`src/hw/rtl/prpd_pkg.sv`:
```
// ----------------------------------------------------------------------------
// prpd_pkg: shared types and constants of the pulse rate peak detector
// Opcodes, field widths, filter coefficients and the word passed from the
// front part to the back part.
// ----------------------------------------------------------------------------
package prpd_pkg;

   localparam int SAMPLE_W = 24;
   localparam int FILT_W   = 26;
   localparam int COEF_W   = 13;
   localparam int COEF_CNT = 101;
   localparam int ACC_W    = 48;
   localparam int SCALE    = 32000;

   typedef enum logic [1:0] {
      OP_SAMPLE  = 2'd0,
      OP_CLEAR   = 2'd1,
      OP_RESTART = 2'd2,
      OP_NONE    = 2'd3
   } opcode_type;

   typedef enum logic [1:0] {
      CSR_NUMERATOR = 2'd0,
      CSR_MIN_INTV  = 2'd1,
      CSR_MAX_INTV  = 2'd2,
      CSR_OFFSET    = 2'd3
   } csr_index_type;

   // Word handed from the front part to the back part.
   typedef struct packed {
      opcode_type                 opcode;
      logic signed [SAMPLE_W-1:0] sample;
   } cmd_type;

   // Symmetric band-pass coefficient; taps past the table have coefficient 0.
   function automatic logic signed [COEF_W-1:0] coef_at(input logic [7:0] k);
      logic [7:0] m;
      logic signed [COEF_W-1:0] c;
      m = (k > 8'd50) ? 8'd100 - k : k;
      unique case (m)
         8'd0:  c = 13'sd0;     8'd1:  c = 13'sd4;     8'd2:  c = 13'sd9;
         8'd3:  c = 13'sd14;    8'd4:  c = 13'sd18;    8'd5:  c = 13'sd20;
         8'd6:  c = 13'sd16;    8'd7:  c = 13'sd6;     8'd8:  c = -13'sd11;
         8'd9:  c = -13'sd34;   8'd10: c = -13'sd61;   8'd11: c = -13'sd88;
         8'd12: c = -13'sd109;  8'd13: c = -13'sd118;  8'd14: c = -13'sd112;
         8'd15: c = -13'sd87;   8'd16: c = -13'sd46;   8'd17: c = 13'sd6;
         8'd18: c = 13'sd61;    8'd19: c = 13'sd107;   8'd20: c = 13'sd136;
         8'd21: c = 13'sd140;   8'd22: c = 13'sd120;   8'd23: c = 13'sd81;
         8'd24: c = 13'sd35;    8'd25: c = 13'sd0;     8'd26: c = -13'sd7;
         8'd27: c = 13'sd28;    8'd28: c = 13'sd111;   8'd29: c = 13'sd235;
         8'd30: c = 13'sd381;   8'd31: c = 13'sd518;   8'd32: c = 13'sd609;
         8'd33: c = 13'sd616;   8'd34: c = 13'sd510;   8'd35: c = 13'sd276;
         8'd36: c = -13'sd76;   8'd37: c = -13'sd514;  8'd38: c = -13'sd983;
         8'd39: c = -13'sd1414; 8'd40: c = -13'sd1733; 8'd41: c = -13'sd1872;
         8'd42: c = -13'sd1787; 8'd43: c = -13'sd1461; 8'd44: c = -13'sd917;
         8'd45: c = -13'sd208;  8'd46: c = 13'sd579;   8'd47: c = 13'sd1343;
         8'd48: c = 13'sd1980;  8'd49: c = 13'sd2403;  8'd50: c = 13'sd2550;
         default: c = 13'sd0;
      endcase
      if (k >= 8'(COEF_CNT)) begin
         c = 13'sd0;
      end
      return c;
   endfunction

endpackage

```
`src/hw/rtl/prpd_front.sv`:
```
// ----------------------------------------------------------------------------
// prpd_front: input stage and command queue
// Registers the input word and keeps a short queue of commands so that the
// input side can keep taking words while the back part works.
// ----------------------------------------------------------------------------
module prpd_front (
   input  logic              clock,
   input  logic              reset,
   input  logic              push,
   output logic              full,
   input  logic [1:0]        opcode,
   input  logic [23:0]       sample,
   output prpd_pkg::cmd_type cmd,
   output logic              cmd_valid,
   input  logic              cmd_take
);
   import prpd_pkg::*;

   localparam int DEPTH = 4;

   cmd_type    mem_ff [DEPTH];
   logic [1:0] wr_ff, wr_in, rd_ff, rd_in;
   logic [2:0] cnt_ff, cnt_in;
   logic       do_push, do_pop;

   assign full      = (cnt_ff == 3'(DEPTH));
   assign cmd_valid = (cnt_ff != 3'd0);
   assign cmd       = mem_ff[rd_ff];
   assign do_push   = push && !full;
   assign do_pop    = cmd_take && cmd_valid;

   // Pointer and count update.
   always_comb begin
      wr_in  = do_push ? wr_ff + 2'd1 : wr_ff;
      rd_in  = do_pop ? rd_ff + 2'd1 : rd_ff;
      cnt_in = cnt_ff + 3'(do_push) - 3'(do_pop);
   end

   always_ff @(posedge clock) begin
      if (reset) begin
         wr_ff  <= '0;
         rd_ff  <= '0;
         cnt_ff <= '0;
      end else begin
         wr_ff  <= wr_in;
         rd_ff  <= rd_in;
         cnt_ff <= cnt_in;
      end
   end

   // Queue storage; payload needs no reset.
   always_ff @(posedge clock) begin
      if (do_push) begin
         mem_ff[wr_ff] <= '{opcode: opcode_type'(opcode), sample: signed'(sample)};
      end
   end

endmodule

```
`config.mk`:
```
export PLATFORM = sky130hd
export DESIGN_NAME = prpd_front
export DESIGN_NICKNAME = d
export VERILOG_FILES = /design/src/hw/rtl/prpd_pkg.sv /design/src/hw/rtl/prpd_front.sv
export SDC_FILE = /design/constraint.sdc
export NUM_CORES = 1
export LEC_CHECK = 0
export CAP_MARGIN = 20
export CORE_MARGIN = 10
export CORE_UTILIZATION = 65
export CTS_CLUSTER_DIAMETER = 50
export DETAILED_ROUTE_END_ITERATION = 8
export DONT_BUFFER_PORTS = 1
export PLACE_DENSITY = 0.78
export SYNTH_ARGS = -nofsm -noshare
export SYNTH_HDL_FRONTEND = slang
export SYNTH_SLANG_ARGS = --single-unit
```
`constraint.sdc`:
```
create_clock -name clock -period 4.3 [get_ports clock]
set_input_delay 0 -clock clock [delete_from_list [all_inputs] [get_ports clock]]
set_output_delay 0 -clock clock [all_outputs]
set_load 0.02 [all_outputs]
```
==> impl_metrics.ini <==
[sta]
skew_ps = 5.606
timing.fmax_mhz = 398.2
layout_setup_ws_ps = 1788
hold_viol = 0
post-route-period-util_pct = 58.41
period_minus_slack_ps = 2512
setup-violations-final = 0
setup-tns-final_ps = 0
max-slew-margin-rel_pct = 41.53
drv_slew = 0
tightest_slew_ps = 877.0
rsz0062_at_grt = no

[critical_path]
required_ps = 4720
worstSetupEndpointType = flip-flop
path_max_fanout = 6
arrival_ps = 2940
worst-setup-path-type = flip-flop to flip-flop
start_kind = flip-flop

[route]
routedWlPerCell_um = 23.37
viasPerCell = 6.006
dr.pass1.iters = 4
dr_total_vias = 1940
drc = 0
ant_nets = 0
drtIter0Drc = 88
drt-total-wl_um = 7547

[place]
place_ws_ps = 1790
place.gp.congestion = 0.6710
port_buffers = 0
dp_hpwl_um = 4423

[clock_tree]
clk_latency_ps = 500
cts-root-buf = clkbuf_8
clkTransAtPathRegs_ps = 50
numCtsBuffers = 17
cts_tree = built
htree_num_levels = 4
clock_path_buffers = 2
clock_sinks = 113
post_cts_buffers = 0

[global_routing]
grt_pass1_wl_um = 11650
antenna_found_initial = 1
grt_max_degree = 27
overflow = 0
grt_pass1_vias = 2032
grt.total_usage_pct = 15.75

[synthesis]
async_flop_share_pct = 0
synthTopCellsByArea = edfxtp_1 (73%), mux4_2 (11%), dfxtp_1 (4.2%)
synth-main-ff-cell = edfxtp_1
yosys-top-cells-count = edfxtp_1 (104), mux4_2 (20), dfxtp_1 (9)
netlist.area_leader.share_pct = 73.22
synth_cell_types = 26
synth_edf_count = 104
synth_cells = 185
synth_area_um2 = 4265
synth-seq-cells = 113
yosys.area.top_type = edfxtp_1
yosys_warnings = 0
yosysSeqAreaShare_pct = 77.44
syn_nets = 222
synth_most_common_cell = edfxtp_1
avgSynthCellArea_um2 = 23.06

[final_layout]
drive_gt1_share_pct = 22.04
multi_input_area_um2 = 869.6
seq_area_um2 = 3304
nNetsFinal = 269
area_growth_pct = 23.09
fill_cells = 282

[floorplanning]
num_rows = 29
start_util_pct = 67.17
die_h_um = 101.0
core-area_um2 = 6350
die-area_um2 = 10200
die_w_um = 101.0
num_io_pins = 58

[pwr]
irDropWorstVdd_mv = 0.5468
power_density_nw_per_um2 = 669.7
p_leak_nw = 1.773

[status]
status = finished clean

[flow_run]
drv_cap = 0

[min_path]
hp-class = input port to flip-flop
## report_power, final
part	total [mW]	switching, mW	internal [mW]
Sequential	1.46	0.118	1.34
Clock	1.42	0.437	0.987
Combinational	0.631	0.363	0.268
Total	3.52	0.918	2.60
## metal layers
| layer | vias up | GRT usage [%] | routed length, um |
|---|---|---|---|
| met4 | 0 | 6.645 | 61 |
| met1 | 1010 | 18.25 | 2996 |
| met3 | 5 | 7.888 | 602 |
| li1 | 859 | - | - |
| met5 | - | 0 | 0 |
| met2 | 66 | 24.37 | 3886 |
## worst paths after layout
kind	from	end	slack, ps	cells past startpoint
min	sample[2]	mem_ff[3][2]	200	1
min reg2reg	wr_ff[0]	wr_ff[0]	530	2
max	cnt_ff[2]	cnt_ff[2]	1790	11
max reg2reg	cnt_ff[2]	cnt_ff[2]	1790	11
## cell type report
| class | instances | share of cell area (%) |
|---|---|---|
| Sequential cell | 113 | 62.94 |
| Clock inverter | 13 | 3.646 |
| Inverter | 6 | 0.4290 |
| Tap cell | 77 | 1.835 |
| Multi-Input combinational cell | 59 | 16.56 |
| Clock buffer | 19 | 8.031 |
| Timing Repair Buffer | 35 | 6.506 |
| Antenna cell | 1 | 0.04766 |
## registers in the layout (all words and copies together), names as in the netlist, named ones only
signal	flops
wr_ff	2
mem_ff	104
cnt_ff	3
rd_ff	2
## critical path: stages (launching register included)
cell	delay, ps
dfxtp_1	400
nor3b_2	470
nor2_1	210
inv_1	100
ha_1	220
inv_1	60
ha_1	130
inv_1	50
fa_1	370
xor2_1	160
and2_1	160
nor3_1	110
## stage by stage
stage | util, % | power [mW] | instance area, um^2 | hold WS, ps | cells
global placement | 68.08 | 2.055 | 4323 | 70.22 | 259
detailed placement | 68.26 | 2.089 | 4334 | 68.63 | 260
finish | 82.68 | 3.516 | 5250 | 200.9 | 323
global route | 82.68 | 3.650 | 5250 | 201.9 | 323
CTS | 82.64 | 3.554 | 5248 | 186.0 | 322
floorplan | - | 2.001 | 4265 | 98.87 | 185
## cell families after synthesis
group | count (synthesis) | share of synthesized area, %
multiplexers | 27 | 14.49
XOR/XNOR | 3 | 0.6161
adder cells (fa/ha/maj) | 7 | 2.229
AO/OA/AOI/OAI | 4 | 0.6452
buffers and inverters | 13 | 2.171
flip-flops | 113 | 77.44
AND/OR/NAND/NOR | 18 | 2.405
## cells in the final DEF (no fill, tap or decap), types with 6 or more instances in the layout
| master | synthesis | routed |
|---|---|---|
| ha_1 | 6 | 6 |
| inv_1 | 6 | 6 |
| dlygate4sd3_1 | 0 | 30 |
| mux4_1 | 6 | 6 |
| mux4_2 | 20 | 20 |
| dfxtp_1 | 9 | 8 |
| clkbuf_16 | 0 | 16 |
| edfxtp_1 | 104 | 104 |
| nor2_1 | 6 | 6 |
## timing repair
| item | CTS | global route |
|---|---|---|
| resized for setup | 0 | 0 |
| hold buffers | 30 | 0 |
| hold endpoints to repair | 113 | 0 |
(Power assumes the default switching activity.)
