<file path="config.mk">
export PLATFORM = sky130hd
export DESIGN_NAME = prpd_out
export DESIGN_NICKNAME = d
export VERILOG_FILES = /design/src/hw/rtl/prpd_out.sv
export SDC_FILE = /design/constraint.sdc
export NUM_CORES = 1
export LEC_CHECK = 0
export BUFFER_PORTS_ARGS = -buffer_cell sky130_fd_sc_hd__buf_2
export CAP_MARGIN = 20
export CORE_UTILIZATION = 44
export DETAILED_ROUTE_END_ITERATION = 16
export PLACE_DENSITY = 0.84
export SYNTH_ARGS = -nofsm -noshare
export SYNTH_HDL_FRONTEND = slang
export SYNTH_SLANG_ARGS = --single-unit
</file>
<file path="constraint.sdc">
create_clock -name clock -period 6.1 [get_ports clock]
set_clock_uncertainty 0.1 [all_clocks]
set_input_delay 0.61 -clock clock [delete_from_list [all_inputs] [get_ports clock]]
set_output_delay 0.61 -clock clock [all_outputs]
set_load 0.1 [all_outputs]
</file>
<file path="src/hw/rtl/prpd_out.sv">
// ----------------------------------------------------------------------------
// prpd_out: result register
// Holds one finished result word until it is popped.
// ----------------------------------------------------------------------------
module prpd_out (
   input  logic        clock,
   input  logic        reset,
   input  logic        in_valid,
   output logic        in_take,
   input  logic [25:0] in_filtered,
   input  logic        in_beat_recorded,
   input  logic [15:0] in_beat_rate,
   input  logic [15:0] in_beat_variation,
   input  logic [15:0] in_epoch_beats,
   input  logic [15:0] in_epoch_avg_rate,
   input  logic [15:0] in_epoch_avg_variation,
   output logic        empty,
   input  logic        pop,
   output logic [25:0] filtered,
   output logic        beat_recorded,
   output logic [15:0] beat_rate,
   output logic [15:0] beat_variation,
   output logic [15:0] epoch_beats,
   output logic [15:0] epoch_avg_rate,
   output logic [15:0] epoch_avg_variation
);
   logic full_ff;

   assign empty   = !full_ff;
   assign in_take = in_valid && (!full_ff || pop);

   always_ff @(posedge clock) begin
      if (reset) begin
         full_ff <= 1'b0;
      end else if (in_take) begin
         full_ff <= 1'b1;
      end else if (pop) begin
         full_ff <= 1'b0;
      end
   end

   // Payload register.
   always_ff @(posedge clock) begin
      if (in_take) begin
         filtered            <= in_filtered;
         beat_recorded       <= in_beat_recorded;
         beat_rate           <= in_beat_rate;
         beat_variation      <= in_beat_variation;
         epoch_beats         <= in_epoch_beats;
         epoch_avg_rate      <= in_epoch_avg_rate;
         epoch_avg_variation <= in_epoch_avg_variation;
      end
   end

endmodule

</file>
==> results.json, run 1 <==
{
  "drtPass1Iterations": 4,
  "worst_slack_ns": 3.635,
  "synth-edff-count": 107,
  "setup_viol_count_final": 0,
  "vias": 1961,
  "path_class": "primary input to primary output",
  "coreArea_sq_mm": 0.007214,
  "r2r_cells": 3,
  "drc": 0,
  "ys_seq_area_share_pct": 99.23,
  "critPathCaptureType": "primary output",
  "fin_area_sq_mm": 0.004671,
  "maxSlewViolCount": 0,
  "post-cts-setup-buffers": 0,
  "seqCellArea_sq_mm": 0.003233,
  "ant_nets": 0,
  "wl_per_cell_microns": 14.53,
  "synth_top_cell_area_share_pct": 98.62,
  "area_growth_pct": 43.36,
  "grt_max_degree": 77,
  "fin_setup_tns_ns": 0,
  "synthFlopType": "edfxtp_1",
  "worst_pin_slew_ns": 0.8988,
  "grt_overflow": 0,
  "clock_sinks": 108,
  "p_total_w": 0.001666,
  "postSynth.asyncResetShare_pct": 0,
  "port_buffers": 219,
  "h-tree-depth": 3,
  "placed_area_sq_mm": 0.004488,
  "grtUsageTotal_pct": 15.81,
  "synthDistinctLibCells": 6,
  "syn-cell-area_sq_mm": 0.003258,
  "grt_pass1_wl_microns": 8645,
  "ios": 220,
  "synth.largest_area_cell": "edfxtp_1",
  "cts_root_buffer": "clkbuf_8",
  "start_util_pct": 45.16,
  "start_kind": "primary input",
  "nets": 455,
  "hold_slack_ns": 0.3015,
  "cts_tree": "built",
  "clock_path_buffers": 2,
  "insertion_delay_ns": 0.35,
  "cp.required_ns": 5.39,
  "power_leakage_nw": 2.013,
  "synthCells": 113,
  "postCtsResizedCells": 0,
  "fmax_mhz": 405.7,
  "diodes": 0,
  "fin_crit_sh_pct": 40.41,
  "ys_seq_elements": 108,
  "arrival_ns": 1.75,
  "finalHoldViolations": 0,
  "die_h_microns": 88.05,
  "finalWirelength_microns": 6510,
  "ir_worst_vdd_v": 0.0002093,
  "fillerInstances": 528,
  "powerDensity_mw_per_mm2": 356.8,
  "synth_warnings": 0,
  "viasPerCell": 4.377,
  "hold_path_depth": 2,
  "drtIter0Drc": 62,
  "clk_pin_slew_ns": 0.10,
  "slew_headroom_pct": 40.08,
  "dieArea_sq_mm": 0.007753,
  "rsz0062_at_grt": "false",
  "cts-buffers-inserted": 9,
  "dp_hpwl_microns": 4993,
  "num_rows": 31,
  "final.min_clock_period_ns": 2.465,
  "gp_congestion": 0.6795,
  "dp_slack_ns": 3.542,
  "synth_fp_nets": 224,
  "outcome": "completed",
  "crit_fanout": 33,
  "ctsHoldBuffers": 0,
  "synthTopCellsByArea": "edfxtp_1 (99%), dfxtp_1 (0.61%), inv_1 (0.23%)",
  "grt_pass1_vias": 1832,
  "synthTopCellsByCount": "edfxtp_1 (107), inv_1 (2)",
  "die_width_microns": 88.05,
  "hold_path_class": "primary input to flip-flop",
  "layout-drive-gt1-share_pct": 67.62,
  "postSynthAreaPerCell_sq_um": 28.83,
  "yosysMostFrequentCell": "edfxtp_1",
  "antenna_found_initial": 0,
  "maxCapViolCount": 0,
  "multi_input_area_sq_um": 20.02
}
==> per-stage QoR <==
| step | std cells | utilization, % |
|---|---|---|
| finish | 448 | 64.74 |
| global route | 448 | 64.74 |
| floorplan | 113 | - |
| global placement | 432 | 62.21 |
| detailed placement | 432 | 62.21 |
| CTS | 448 | 64.74 |
==> where the power goes <==
| group | internal (W) | leakage (nW) | switching, W |
|---|---|---|---|
| sequential | 0.000867 | 1.04 | 0.00000934 |
| clock | 0.000154 | 0.0869 | 0.000238 |
| combinational | 0.0000521 | 0.882 | 0.000345 |
| total | 0.00107 | 2.01 | 0.000593 |
==> path summary, 6_finish.rpt <==
check / start / to / slack (ns)
setup reg to reg: full_ff / beat_rate[15] / 3.96
hold / removal: reset / full_ff / 0.30
hold reg to reg: full_ff / full_ff / 0.40
setup / recovery: pop / in_take / 3.64
==> metal layers <==
layer	share of wire [%]	track usage [%]	up-vias
li1	-	-	912
met1	35	16.09	916
met2	54	29.11	124
met3	9.0	5.655	9
met4	1.8	6.891	0
met5	0	0	-
==> worst max-delay path: stages <==
cell and delay [ns]:
buf_2 0.07, nand2b_1 0.11, and2_4 0.42, buf_2 0.52
==> final cells by class <==
type,instances,area share (%)
well taps,99,2.652
flip-flops and latches,108,69.22
inverters,2,0.1607
repair buffers,220,23.63
clock buffers,9,2.652
clock inverters,7,1.259
multi-input cells,3,0.4286
==> registers in the layout (all words and copies together) (netlist names) <==
name and count:
filtered 26, beat_rate 16, beat_variation 16, epoch_avg_rate 16, epoch_avg_variation 16, epoch_beats 16, beat_recorded 1, full_ff 1
==> cell families after synthesis <==
| family | synth area share, % |
|---|---|
| DFF | 99.23 |
| and+or+nand+nor | 0.3843 |
| buffers and inverters | 0.2305 |
| AOI/OAI and AO/OA | 0.1535 |
==> cells in the final DEF, fill, tap and decap left out <==
cell,instances
inv_1,2
clkbuf_8,9
dfxtp_1,1
clkinvlp_4,2
edfxtp_1,107
nand2b_1,1
buf_4,1
inv_8,2
clkinv_1,1
a21oi_1,1
and2_4,1
clkinv_4,2
buf_2,219
Power figures use the tool's default switching activity.
==> inputs of run 2 (changes only) <==
--- a/config.mk
+++ b/config.mk
@@ -7,9 +7,9 @@
 export LEC_CHECK = 0
 export BUFFER_PORTS_ARGS = -buffer_cell sky130_fd_sc_hd__buf_2
 export CAP_MARGIN = 20
-export CORE_UTILIZATION = 44
+export CORE_UTILIZATION = 41
 export DETAILED_ROUTE_END_ITERATION = 16
-export PLACE_DENSITY = 0.84
+export PLACE_DENSITY = 0.79
 export SYNTH_ARGS = -nofsm -noshare
 export SYNTH_HDL_FRONTEND = slang
 export SYNTH_SLANG_ARGS = --single-unit
==> constraint.sdc (replaced) <==
create_clock -name clock -period 2.3 [get_ports clock]
set_clock_uncertainty 0.1 [all_clocks]
set_input_delay 0.23 -clock clock [delete_from_list [all_inputs] [get_ports clock]]
set_output_delay 0.23 -clock clock [all_outputs]
set_load 0.1 [all_outputs]
==> results.json, run 2 <==
{
  "outcome": "stopped before the end",
  "lastStage": "clock tree synthesis",
  "error": "[ERROR RSZ-0060] Max buffer count reached.",
  "yosysMostFrequentCell": "edfxtp_1",
  "synth.largest_area_cell": "edfxtp_1",
  "die_h_microns": 91.15,
  "dp_hpwl_microns": 5392,
  "h-tree-depth": 3,
  "start_util_pct": 42.38,
  "ys_seq_elements": 108,
  "synthTopCellsByArea": "edfxtp_1 (99%), dfxtp_1 (0.61%), inv_1 (0.23%)",
  "postSynth.asyncResetShare_pct": 0,
  "synth_fp_nets": 224,
  "die_width_microns": 91.15,
  "syn-cell-area_sq_mm": 0.003258,
  "postCtsResizedCells": 0,
  "port_buffers": 219,
  "cts_root_buffer": "clkbuf_8",
  "cts-buffers-inserted": 9,
  "synthFlopType": "edfxtp_1",
  "clock_sinks": 108,
  "synth_warnings": 0,
  "synth-edff-count": 107,
  "clock_path_buffers": 2,
  "synth_top_cell_area_share_pct": 98.62,
  "synthTopCellsByCount": "edfxtp_1 (107), inv_1 (2)",
  "synthCells": 113,
  "ctsHoldBuffers": 101,
  "synthDistinctLibCells": 6,
  "dp_slack_ns": 0.7307,
  "postSynthAreaPerCell_sq_um": 28.83,
  "post-cts-setup-buffers": 0,
  "num_rows": 32,
  "ios": 220,
  "ys_seq_area_share_pct": 99.23,
  "gp_congestion": 0.7581
}
[run 2: kinds of logic after synthesis]
logic type             count (synthesis)  share of synthesized area [%]
DFF                                  108                          99.23
and+or+nand+nor                        2                         0.3843
buffers and inverters                  2                         0.2305
AOI/OAI and AO/OA                      1                         0.1535
[run 2: stage by stage]
stage,instances,cell area [sq um],utilization [%]
3_5_place_dp,436,4539,59.05
3_3_place_gp,436,4539,59.05
2_1_floorplan,113,3261,-
==> inputs of run 3 (changes only) <==
--- a/config.mk
+++ b/config.mk
@@ -7,9 +7,9 @@
 export LEC_CHECK = 0
 export BUFFER_PORTS_ARGS = -buffer_cell sky130_fd_sc_hd__buf_2
 export CAP_MARGIN = 20
-export CORE_UTILIZATION = 41
+export CORE_UTILIZATION = 39
 export DETAILED_ROUTE_END_ITERATION = 16
-export PLACE_DENSITY = 0.79
+export PLACE_DENSITY_LB_ADDON = 0.15
 export SYNTH_ARGS = -nofsm -noshare
 export SYNTH_HDL_FRONTEND = slang
 export SYNTH_SLANG_ARGS = --single-unit
==> results.json, run 3 <==
{
  "h-tree-depth": 3,
  "dp_hpwl_microns": 5157,
  "ys_seq_elements": 108,
  "outcome": "stopped before the end",
  "syn-cell-area_sq_mm": 0.003258,
  "synth_top_cell_area_share_pct": 98.62,
  "synthDistinctLibCells": 6,
  "clock_path_buffers": 2,
  "postSynth.asyncResetShare_pct": 0,
  "clock_sinks": 108,
  "port_buffers": 219,
  "dp_slack_ns": 0.6692,
  "synthCells": 113,
  "die_h_microns": 93.40,
  "num_rows": 32,
  "ios": 220,
  "synthTopCellsByArea": "edfxtp_1 (99%), dfxtp_1 (0.61%), inv_1 (0.23%)",
  "postCtsResizedCells": 0,
  "synthTopCellsByCount": "edfxtp_1 (107), inv_1 (2)",
  "start_util_pct": 41.31,
  "synth.largest_area_cell": "edfxtp_1",
  "synthFlopType": "edfxtp_1",
  "synth_warnings": 0,
  "post-cts-setup-buffers": 0,
  "yosysMostFrequentCell": "edfxtp_1",
  "synth_fp_nets": 224,
  "cts-buffers-inserted": 9,
  "error": "[ERROR RSZ-0060] Max buffer count reached.",
  "die_width_microns": 93.40,
  "synth-edff-count": 107,
  "gp_congestion": 0.7474,
  "ys_seq_area_share_pct": 99.23,
  "placedCellCount": 437,
  "postSynthAreaPerCell_sq_um": 28.83,
  "cts_root_buffer": "clkbuf_8",
  "lastStage": "clock tree synthesis",
  "ctsHoldBuffers": 101
}
[run 3: cell counts after synthesis]
Identical to the previous run, type by type.
[run 3: logic make-up after synthesis]
group                  after synthesis  share of synthesized area (%)
AO/OA/AOI/OAI                        1                         0.1535
flip-flops                         108                          99.23
buffers and inverters                2                         0.2305
AND/OR/NAND/NOR                      2                         0.3843
[run 3: stage by stage]
stage,utilization [%],cell area (sq um)
floorplan,-,3261
global placement,57.80,4559
detailed placement,57.80,4559
